[src/rtl/sbe_pkg.sv]
// Package for the stack bytecode executor: opcode codes, command and status types,
// and the address wrap helpers used by the front decoder and the back end.
// No dependencies.
package sbe_pkg;

  localparam int WORD_W          = 32;
  localparam int IP_W            = 8;
  localparam int DEPTH_W         = 9;
  localparam int CODE_DEPTH      = 256;
  localparam int STACK_DEPTH_DEF = 256;
  localparam int QUEUE_DEPTH     = 2;

  localparam logic [7:0] OP_HALT  = 8'h00;
  localparam logic [7:0] OP_EMIT  = 8'h01;
  localparam logic [7:0] OP_ADD   = 8'h02;
  localparam logic [7:0] OP_SUB   = 8'h03;
  localparam logic [7:0] OP_MUL   = 8'h04;
  localparam logic [7:0] OP_LOAD  = 8'h06;
  localparam logic [7:0] OP_PUSH  = 8'h07;
  localparam logic [7:0] OP_POP   = 8'h08;
  localparam logic [7:0] OP_JMP   = 8'h09;
  localparam logic [7:0] OP_JZ    = 8'h0A;
  localparam logic [7:0] OP_JNZ   = 8'h0B;
  localparam logic [7:0] OP_READ  = 8'h0C;

  typedef enum logic [3:0] {
    K_HALT, K_PRINT, K_ADD, K_SUB, K_MUL, K_LIT, K_POP,
    K_JMP, K_JZ, K_JNZ, K_INPUT, K_BAD
  } kind_t;

  typedef enum logic [1:0] {
    ST_RUN, ST_HALT, ST_BADOP, ST_STACKERR
  } status_t;

  typedef enum logic {
    BK_ISSUE, BK_FINISH
  } bk_state_t;

  typedef struct packed {
    kind_t             kind;
    logic [1:0]        need_pop;
    logic              push;
    logic [7:0]        operand;
    logic [IP_W-1:0]   target;
    logic [WORD_W-1:0] value;
  } cmd_t;

  // Reduces an 8-bit code address modulo CODE_DEPTH by restoring subtraction.
  // The quotient fits in four bits because CODE_DEPTH is at least 16.
  function automatic logic [IP_W-1:0] wrap_target(input logic [7:0] a);
    logic [11:0] r;
    r = {4'd0, a};
    for (int k = 3; k >= 0; k--) begin
      if (r >= (12'(CODE_DEPTH) << k)) begin
        r = r - (12'(CODE_DEPTH) << k);
      end
    end
    return r[IP_W-1:0];
  endfunction

  // Advances the instruction pointer by one or two and wraps it.
  function automatic logic [IP_W-1:0] ip_step(input logic [IP_W-1:0] ip, input logic two);
    logic [IP_W:0] s;
    s = {1'b0, ip} + (two ? (IP_W+1)'(2) : (IP_W+1)'(1));
    if (s >= (IP_W+1)'(CODE_DEPTH)) begin
      s = s - (IP_W+1)'(CODE_DEPTH);
    end
    return s[IP_W-1:0];
  endfunction

endpackage

[src/rtl/sbe_queue.sv]
// Two-entry command queue between the front decoder and the back end.
// Depends on sbe_pkg.
module sbe_queue (
  input  logic          clk,
  input  logic          rst,
  input  logic          push,
  input  sbe_pkg::cmd_t wr_cmd,
  output logic          full,
  input  logic          pop,
  output logic          not_empty,
  output sbe_pkg::cmd_t rd_cmd
);
  import sbe_pkg::*;

  localparam int PW = (QUEUE_DEPTH > 1) ? $clog2(QUEUE_DEPTH) : 1;
  localparam int CW = $clog2(QUEUE_DEPTH + 1);

  cmd_t          slots [QUEUE_DEPTH];
  logic [PW-1:0] wr_ptr;
  logic [PW-1:0] rd_ptr;
  logic [CW-1:0] count;

  assign full      = (count == CW'(QUEUE_DEPTH));
  assign not_empty = (count != '0);
  assign rd_cmd    = slots[rd_ptr];

  always_ff @(posedge clk) begin
    if (push) begin
      slots[wr_ptr] <= wr_cmd;
    end
  end

  always_ff @(posedge clk) begin
    if (rst) begin
      wr_ptr <= '0;
      rd_ptr <= '0;
      count  <= '0;
    end else begin
      if (push) begin
        wr_ptr <= (wr_ptr == PW'(QUEUE_DEPTH - 1)) ? '0 : wr_ptr + 1'b1;
      end
      if (pop) begin
        rd_ptr <= (rd_ptr == PW'(QUEUE_DEPTH - 1)) ? '0 : rd_ptr + 1'b1;
      end
      count <= count + CW'(push) - CW'(pop);
    end
  end

endmodule

[config.mk]
export PLATFORM = sky130hd
export DESIGN_NAME = sbe_queue
export DESIGN_NICKNAME = d
export VERILOG_FILES = /design/src/rtl/sbe_pkg.sv /design/src/rtl/sbe_queue.sv
export SDC_FILE = /design/constraint.sdc
export NUM_CORES = 1
export LEC_CHECK = 0
export ABC_AREA = 1
export BUFFER_PORTS_ARGS = -buffer_cell sky130_fd_sc_hd__buf_2
export CORE_MARGIN = 3
export CORE_UTILIZATION = 42
export CTS_CLUSTER_DIAMETER = 100
export DETAILED_ROUTE_END_ITERATION = 7
export PLACE_DENSITY = 0.75
export SETUP_SLACK_MARGIN = 0.3
export SYNTH_ARGS = -nofsm -noshare
export SYNTH_HDL_FRONTEND = slang
export SYNTH_SLANG_ARGS = --single-unit
[constraint.sdc]
create_clock -name clk -period 8.6 [get_ports clk]
set_input_delay 2.15 -clock clk [delete_from_list [all_inputs] [get_ports clk]]
set_output_delay 2.15 -clock clk [all_outputs]
set_load 0.01 [all_outputs]
==> impl_results.rst <==
.. list-table::
   :header-rows: 1

   * - Metric
     - Value
   * - Later-pin clock latency in the skew report
     - 0.51 ns
   * - Mapped cell area
     - between 0.004 and 0.005 sq mm
   * - Count of vias placed by the detailed router
     - 2182
   * - CTS H-tree lvls
     - 4
   * - TNS Setup
     - 0 ns
   * - Antenna-violating nets left
     - 0
   * - Total of buffers placed on input and output ports
     - 115
   * - Final HPWL DP
     - ~4600 microns
   * - Area Overhead vs Synth
     - 28.1%
   * - Std-Cell Core Area
     - 0.0100 sq mm
   * - Synthesized Nets
     - roughly 260
   * - Layout Nets
     - 393
   * - Initial cell density of the core
     - 0.443
   * - Fill cell instance count of the final layout
     - 810
   * - Max Buffers Root-to-Sink
     - 2
   * - First-pass iteration count of the detailed router
     - 4
   * - Largest net degree at the start of global routing
     - 57
   * - Die boundary width
     - 109 microns
   * - Startpoint kind of the worst setup timing path
     - flop
   * - Final worst-path setup slack
     - 4.31 ns
   * - Setup Slack @ Placement
     - 4.82 ns
   * - Data required time of the critical path
     - 6.45 ns
   * - Number of antenna violations at the first check in global routing
     - 0
   * - Placement Rows
     - 36
   * - Tot GR Track Use
     - 0.136
   * - IR drop worst, VDD
     - about 0.13 mV
   * - Leftover overflow at the end of global routing
     - 0
   * - Area taken by multi-input logic gates
     - 908 sq um
   * - Worst Setup Path Type
     - reg2out
   * - Number of library cell types mapped by synthesis
     - 14
   * - Sequential standard cell area
     - approximately 0.0034 sq mm
   * - Total die area
     - 0.0119 sq mm
   * - Final estimated routing congestion in global placement
     - 0.625
   * - Number of DRC markers in iteration 0
     - 87
   * - Data arrival time of the worst path
     - ~2.1 ns
   * - Cells after Synth
     - 202
   * - Routed wire per std cell
     - 15.3 microns
   * - Type of the tightest min-delay check
     - reg2reg
   * - Syn avg cell area
     - about 22 sq um
   * - Ratio of cells with drive above 1 in the final layout
     - 0.588
   * - Cts repair resizes
     - 0
   * - Sequential fraction of the synthesis area
     - 0.766
   * - Slew Limit Headroom
     - 0.305
   * - Avg Vias per Cell
     - 4.56
   * - Fin Clk Skew
     - 0.00959 ns
   * - Timing-limited maximum frequency
     - between 0.2 and 0.25 GHz
   * - Global-route wire length before repair
     - 11600 microns
   * - Leakage power of the design
     - 2.31 nW
   * - Drc violations
     - 0
   * - Final count of hold timing violations
     - 0
   * - Number of slew-limit violations in the final report
     - 0
   * - CTS hold repair buffers
     - 0
   * - Number of clock sinks
     - ~120
   * - Number of storage elements in the synthesis netlist
     - roughly 120
   * - Min Tclk post-route
     - about 4.3 ns
   * - Clock tree from TritonCTS
     - built
   * - Buffers inserted by post-CTS timing repair
     - 0
   * - Die Y-Extent
     - 109 microns
   * - Clock buffers created by TritonCTS
     - 17
   * - Total setup violations reported at the end of the flow
     - 0
   * - Register clock-pin slew on the reported worst setup and hold paths
     - 0.05 ns
   * - Via count of the first global-routing pass
     - 2351
   * - Final standard cell utilization of the core
     - 0.567
   * - Aggregate routed wire length
     - 7340 microns
   * - Synth Warn #
     - 0
   * - Max-cap check violation count
     - 0
   * - Result of the run
     - completed
   * - Setup repair after global routing missed its margin
     - false
   * - Crit end category
     - primary output
   * - Least-Margin Pin Slew
     - around 1.0 ns
   * - Top Ports
     - 116
   * - Worst Path Max Fanout
     - 55
   * - Post-route clock period utilization
     - 0.499
   * - Root Driver
     - sky130_fd_sc_hd__clkbuf_8
   * - Power per cell area
     - around 260 mW/mm^2
## critical path, stage by stage (launching register included)
cell	delay, ns
sky130_fd_sc_hd__dfxtp_4	0.99
sky130_fd_sc_hd__mux2_2	0.42
sky130_fd_sc_hd__buf_2	0.14
## synthesized netlist by cell type, drive strengths merged
library cell | instances | area share
edfxtp | 110 | 0.74
mux2 | 55 | 0.18
inv | 8 | 0.0068
nor2 | 7 | 0.0059
buf | 6 | 0.025
dfxtp | 5 | 0.023
nand2 | 5 | 0.0042
ha | 2 | 0.0056
a21oi | 1 | 0.0011
nand3 | 1 | 0.0011
nor3 | 1 | 0.0011
xnor2 | 1 | 0.0020
## final cells by class
type | count | area share
flip-flops and latches | 115 | 0.598
multi-input cells | 73 | 0.160
repair buffers | 117 | 0.104
clock buffers | 20 | 0.0747
well taps | 133 | 0.0292
clock inverters | 12 | 0.0286
inverters | 8 | 0.00527
diodes | 1 | 0.000440
## logic make-up after synthesis
| family | after synthesis | share of synthesized area |
|---|---|---|
| AOI/OAI and AO/OA | 1 | 0.00112 |
| xor gates and xnor gates | 1 | 0.00197 |
| adders and majority gates | 2 | 0.00563 |
| buffers and inverters | 14 | 0.0318 |
| DFF | 115 | 0.766 |
| muxes | 55 | 0.182 |
| and+or+nand+nor | 14 | 0.0124 |
## per-layer routing
layer  part of all wire  track usage
met1               0.40        0.145
met3              0.074       0.0574
met5                  0            0
met2               0.51        0.228
met4              0.021       0.0730
## state kept, by name, indices dropped and copies added, names as in the netlist, named ones only
| signal | count |
|---|---|
| count | 2 |
| rd_ptr | 1 |
| slots | 110 |
| wr_ptr | 1 |
## path summary, 6_finish.rpt
kind / start / to / slack [ns] / cells after the start
worst min register to register: rd_ptr / rd_ptr / 0.52 / 2
worst max register to register: wr_ptr / slots[0][12] / 7.06 / 2
worst max-delay path: flop / rd_cmd[50] / 4.31 / 2
worst min-delay path: rd_ptr / rd_ptr / 0.52 / 2
## power breakdown
part	internal (W)	total [W]	switching, W
logic	0.0000752	0.000133	0.0000575
registers	0.000649	0.000671	0.0000214
clock network	0.000465	0.000691	0.000225
total	0.00119	0.00149	0.000304
## metrics by stage
step,instance area [sq um],hold WS [ns],total power (W),std cells
finish,5690,0.516,0.00149,479
CTS,5690,0.519,0.00152,478
floorplan,4450,0.480,0.000770,202
global placement,5100,0.493,0.000814,446
detailed placement,5100,0.506,0.000819,446
global route,5690,0.565,0.00156,478
## cell usage in the layout (no fill, tap or decap), drive strengths merged
cell / count
buf: 117
edfxtp: 110
mux2: 55
clkbuf: 20
inv: 8
clkinv: 8
nor2: 7
nand2: 5
dfxtp: 5
bufinv: 4
ha: 2
diode: 1
xnor2: 1
nor3: 1
a21oi: 1
nand3: 1
(Power assumes the default switching activity.)
