==> src/rtl/sbe_pkg.sv <==
// Package for the stack bytecode executor: opcode codes, command and status types,
// and the address wrap helpers used by the front decoder and the back end.
// No dependencies.
package sbe_pkg;

  localparam int WORD_W          = 32;
  localparam int IP_W            = 8;
  localparam int DEPTH_W         = 9;
  localparam int CODE_DEPTH      = 256;
  localparam int STACK_DEPTH_DEF = 256;
  localparam int QUEUE_DEPTH     = 2;

  localparam logic [7:0] OP_HALT  = 8'h00;
  localparam logic [7:0] OP_EMIT  = 8'h01;
  localparam logic [7:0] OP_ADD   = 8'h02;
  localparam logic [7:0] OP_SUB   = 8'h03;
  localparam logic [7:0] OP_MUL   = 8'h04;
  localparam logic [7:0] OP_LOAD  = 8'h06;
  localparam logic [7:0] OP_PUSH  = 8'h07;
  localparam logic [7:0] OP_POP   = 8'h08;
  localparam logic [7:0] OP_JMP   = 8'h09;
  localparam logic [7:0] OP_JZ    = 8'h0A;
  localparam logic [7:0] OP_JNZ   = 8'h0B;
  localparam logic [7:0] OP_READ  = 8'h0C;

  typedef enum logic [3:0] {
    K_HALT, K_PRINT, K_ADD, K_SUB, K_MUL, K_LIT, K_POP,
    K_JMP, K_JZ, K_JNZ, K_INPUT, K_BAD
  } kind_t;

  typedef enum logic [1:0] {
    ST_RUN, ST_HALT, ST_BADOP, ST_STACKERR
  } status_t;

  typedef enum logic {
    BK_ISSUE, BK_FINISH
  } bk_state_t;

  typedef struct packed {
    kind_t             kind;
    logic [1:0]        need_pop;
    logic              push;
    logic [7:0]        operand;
    logic [IP_W-1:0]   target;
    logic [WORD_W-1:0] value;
  } cmd_t;

  // Reduces an 8-bit code address modulo CODE_DEPTH by restoring subtraction.
  // The quotient fits in four bits because CODE_DEPTH is at least 16.
  function automatic logic [IP_W-1:0] wrap_target(input logic [7:0] a);
    logic [11:0] r;
    r = {4'd0, a};
    for (int k = 3; k >= 0; k--) begin
      if (r >= (12'(CODE_DEPTH) << k)) begin
        r = r - (12'(CODE_DEPTH) << k);
      end
    end
    return r[IP_W-1:0];
  endfunction

  // Advances the instruction pointer by one or two and wraps it.
  function automatic logic [IP_W-1:0] ip_step(input logic [IP_W-1:0] ip, input logic two);
    logic [IP_W:0] s;
    s = {1'b0, ip} + (two ? (IP_W+1)'(2) : (IP_W+1)'(1));
    if (s >= (IP_W+1)'(CODE_DEPTH)) begin
      s = s - (IP_W+1)'(CODE_DEPTH);
    end
    return s[IP_W-1:0];
  endfunction

endpackage

==> src/rtl/sbe_front.sv <==
// Front end: accepts requests and classifies each opcode into a command.
// Depends on sbe_pkg.
module sbe_front (
  input  logic                      in_valid,
  output logic                      in_stall,
  input  logic [7:0]                op,
  input  logic [7:0]                operand,
  input  logic [sbe_pkg::WORD_W-1:0] input_value,
  input  logic                      q_full,
  output logic                      q_push,
  output sbe_pkg::cmd_t             cmd
);
  import sbe_pkg::*;

  assign in_stall = q_full;
  assign q_push   = in_valid && !q_full;

  always_comb begin
    cmd.kind     = K_BAD;
    cmd.need_pop = 2'd0;
    cmd.push     = 1'b0;
    cmd.operand  = operand;
    cmd.target   = wrap_target(operand);
    cmd.value    = input_value;
    case (op)
      OP_HALT:  cmd.kind = K_HALT;
      OP_EMIT:  begin cmd.kind = K_PRINT; cmd.need_pop = 2'd1; end
      OP_ADD:   begin cmd.kind = K_ADD; cmd.need_pop = 2'd2; cmd.push = 1'b1; end
      OP_SUB:   begin cmd.kind = K_SUB; cmd.need_pop = 2'd2; cmd.push = 1'b1; end
      OP_MUL:   begin cmd.kind = K_MUL; cmd.need_pop = 2'd2; cmd.push = 1'b1; end
      OP_LOAD:  begin cmd.kind = K_LIT; cmd.push = 1'b1; end
      OP_PUSH:  begin cmd.kind = K_LIT; cmd.push = 1'b1; end
      OP_POP:   begin cmd.kind = K_POP; cmd.need_pop = 2'd1; end
      OP_JMP:   cmd.kind = K_JMP;
      OP_JZ:    begin cmd.kind = K_JZ; cmd.need_pop = 2'd1; end
      OP_JNZ:   begin cmd.kind = K_JNZ; cmd.need_pop = 2'd1; end
      OP_READ:  begin cmd.kind = K_INPUT; cmd.push = 1'b1; end
      default:  cmd.kind = K_BAD;
    endcase
  end

endmodule

==> config.mk <==
export PLATFORM = sky130hd
export DESIGN_NAME = sbe_front
export DESIGN_NICKNAME = d
export VERILOG_FILES = /design/src/rtl/sbe_pkg.sv /design/src/rtl/sbe_front.sv
export SDC_FILE = /design/constraint.sdc
export NUM_CORES = 1
export LEC_CHECK = 0
export BUFFER_PORTS_ARGS = -buffer_cell sky130_fd_sc_hd__buf_2
export CORE_UTILIZATION = 26
export DETAILED_ROUTE_END_ITERATION = 6
export GPL_TIMING_DRIVEN = 0
export PLACE_DENSITY = 0.93
export SLEW_MARGIN = 20
export SYNTH_ARGS = -nofsm -noshare
export SYNTH_HDL_FRONTEND = slang
export SYNTH_SLANG_ARGS = --single-unit
==> constraint.sdc <==
create_clock -name vclk -period 1.7
set_input_delay 0.34 -clock vclk [all_inputs]
set_output_delay 0.34 -clock vclk [all_outputs]
set_load 0.02 [all_outputs]
==> impl.org <==
** Status
- The flow ran to the end, but the final reports show violations.
- The final reports fail on negative setup slack.

** Min path
- The tightest min-delay check is of the input pin to output port type.
- The worst hold path was traced through 2 stages.

** STA
- After layout, the minimum clock period comes to 1.808 ns.
- Based on the critical path, the design can be clocked at up to 553.2 MHz.
- The number of hold-slack violations in the final timing report came to 0.
- Across all hold checks on the routed design, the worst slack comes to 0.8964 ns.
- Period utilisation layout :: 1.063
- Setup violations remaining at the end of the flow were counted as 4.
- Final worst-path setup slack :: -0.1077 ns
- Worst-margin pin slew :: 0.2128 ns
- Remaining max-slew budget at the tightest pin :: 0.8578
- Setup repair after global routing could not meet its margin everywhere.
- The number of max-slew violations in the final report is 0.

** Setup path
- At the worst endpoint, the arrival time is 1.47 ns.
- The worst setup path is launched from an input pin.
- Ordered list of cells on the worst path :: buf_6 -> or4_4 -> a211oi_2 -> o21ai_2 -> buf_6
- The largest single stage delay on the critical path is 0.58 ns.
- Highest net fanout along the worst path :: 7
- Critical Path Stages :: 5
- Worst Path Required :: 1.36 ns
- Setup crit end kind :: output port
- Cell repeated most along the worst path :: sky130_fd_sc_hd__buf_6
- The critical path is of the input pin to output port type.
- In this design, the largest share of critical-path delay is due to simple AND/OR/NAND/NOR gates.
- The slowest stage of the critical path belongs to the cell sky130_fd_sc_hd__or4_4.
- Buffers and inverters on the worst path :: 2

** Pwr
- IR analysis of the VDD net gives a maximum drop of 0.0001576 V.
- For this design the ratio of total power to cell area is 291.0 nW/um^2.
- Summed over all nets, the switching power comes to ~0.00014 W.
- Clock share of power :: 0
- Of the total power, combinational logic draws 1.000.
- Of the total power, the share spent switching nets is 0.5022.
- The share of total power dissipated in sequential elements is 0.
- In this run the static leakage power is approximately 0.56 nW.
- Cell-internal power :: between 0.0001 and 0.00015 W

** Yosys
- Counting every net in the synthesized netlist gives 124.
- After synthesis the cells add up to 514.2 um^2.
- Of the synthesized area, sequential elements account for 0.
- After synthesis, the netlist uses 18 different library cells.
- Syn Inst Count :: 74
- Yosys synthesis warning count :: 0
- Dividing the synthesized area by the synthesized cell count gives 6.949 um^2.

** Placed design
- Including well taps, the total number of placed cells is roughly 170.
- Detailed placement finished with a half-perimeter wire length of 1165 um.
- The congestion estimate from routability-driven global placement came to 0.7368.
- Input and output buffers added on the ports amount to 66.

** Drt
- Antenna Nets Post-Route :: 0
- Average wire length per cell after detail routing :: 8.110 um
- DRC violations left :: 0
- Number of detailed-routing iterations run before antenna repair :: 2
- The detailed router placed around 610 vias in this run.
- Summed over all layers, the routed wires come to 1330 um.
- Iteration-0 DRC Markers :: 12
- Vias per inst :: 3.713

** Floorplanning
- After floorplanning, the core was divided into 15 placement rows.
- Starting density of the core :: 0.2884
- 107 I/O pins were placed.
- The floorplan step defined a die boundary enclosing 2160 um^2.
- Die outline height :: 46.48 um
- Measured along the x axis, the die boundary spans 46.48 um.
- The floorplan step defined a core boundary enclosing roughly 1800 um^2.

** Global routing
- The initial antenna violation count came to 0.
- Entering global routing, the biggest net connects 10 pins.
- Total overflow reported by the global router :: 0
- Overall fraction of global-route tracks in use :: 0.09402
- The number of global-route vias before repair is between 300 and 400.
- The first global-routing pass estimated 1538 um of wire.

** Final layout
- Most common library cell in the layout ignoring fill and taps :: sky130_fd_sc_hd__buf_2
- Area added between synthesis and finish :: 80.54%
- Total of clock buffers placed in the layout :: 0
- Flip-flop and latch area :: 0 um^2
- The library cells used most frequently in the layout, excluding fill and tap cells, are 58 x sky130_fd_sc_hd__buf_2, 53 x sky130_fd_sc_hd__buf_4, 5 x sky130_fd_sc_hd__buf_6.
- Of the cells placed in the final design, the portion with a size suffix greater than 1 is 0.8705.
- The number of antenna diodes in the final layout is 0.
- In the final design database the tool counted between 150 and 200 nets.
- Excluding fillers, the count of instances in the completed layout stands at between 150 and 200.
- The multi-input combinational cells in the finished layout cover a total of 148.9 um^2.
- Fill cell instance count of the final layout :: 158
- The design has 0 sequential cells.

** Run
- The tool flagged a number of max-cap violations equal to 0.

** Clocking
- For this design, the CTS-stage hold fixing added 0 buffers.
- After clock tree synthesis, the setup repair step added 0 buffers.
==> logic make-up (layout without fill, tap and decap cells) <==
family,after synthesis,in the layout,synth area share
buffers and inverters,52,117,0.7542
and+or+nand+nor,13,13,0.1338
AOI/OAI and AO/OA,8,8,0.09488
xor gates and xnor gates,1,1,0.01703
==> layout make-up <==
| type | instances | area share |
|---|---|---|
| inverter | 1 | 0.004043 |
| tap | 25 | 0.03369 |
| buffer | 50 | 0.4084 |
| multi-input combinational | 22 | 0.1604 |
| timing repair buffer | 66 | 0.3935 |
==> power by group through the flow <==
stage / sequential (W) / combinational, W / clock (W)
floorplan: 0 / 0.000196 / 0
global placement: 0 / 0.000264 / 0
detailed placement: 0 / 0.000267 / 0
CTS: 0 / 0.000273 / 0
global route: 0 / 0.000291 / 0
finish: 0 / 0.000270 / 0
==> synthesized netlist by cell type (all sizes together) <==
cell type  count  area, um^2
buf           50       379.1
a21oi          4       20.02
nand2          3       11.26
a211oi         2       15.01
nand2b         2       12.51
nor2           2       7.510
a211o          1       8.760
clkbuf         1       5.000
inv            1       3.750
nand3          1       5.000
nor2b          1       6.260
nor3           1       5.000
nor3b          1       7.510
o21ai          1       5.000
or2            1       6.260
or4            1       7.510
xnor2          1       8.760
==> final timing paths <==
kind	to	slack (ns)	from
worst max-delay path	cmd[52]	-0.11	op[6]
worst min-delay path	cmd[28]	0.90	input_value[28]
==> per-layer routing <==
metal | vias up | share of wire | global-route usage
met4 | 0 | 0 | 0
met2 | 47 | 0.59 | 0.2167
met5 | - | 0 | 0
met3 | 0 | 0.11 | 0
met1 | 243 | 0.30 | 0.09195
li1 | 319 | - | -
==> stage by stage <==
step | TNS, ns | utilization | total power, W | instance area (um^2) | setup slack [ns]
global placement | -0.8772 | 0.5018 | 0.0002644 | 894.6 | -0.2085
floorplan | -0.01774 | - | 0.0001957 | 533.0 | -0.008056
CTS | -0.5385 | 0.5284 | 0.0002727 | 942.2 | -0.1182
global route | -0.4411 | 0.5207 | 0.0002908 | 928.4 | -0.1515
finish | -0.2216 | 0.5207 | 0.0002702 | 928.4 | -0.1077
detailed placement | -0.8784 | 0.5018 | 0.0002668 | 894.6 | -0.2050
==> what timing repair did <==
item | CTS | global route
endpoints found under the setup margin | 7 | 7
resized for setup | 14 | 0
pin swaps | 5 | 2
Note: power is estimated with default switching activity, not from simulation.
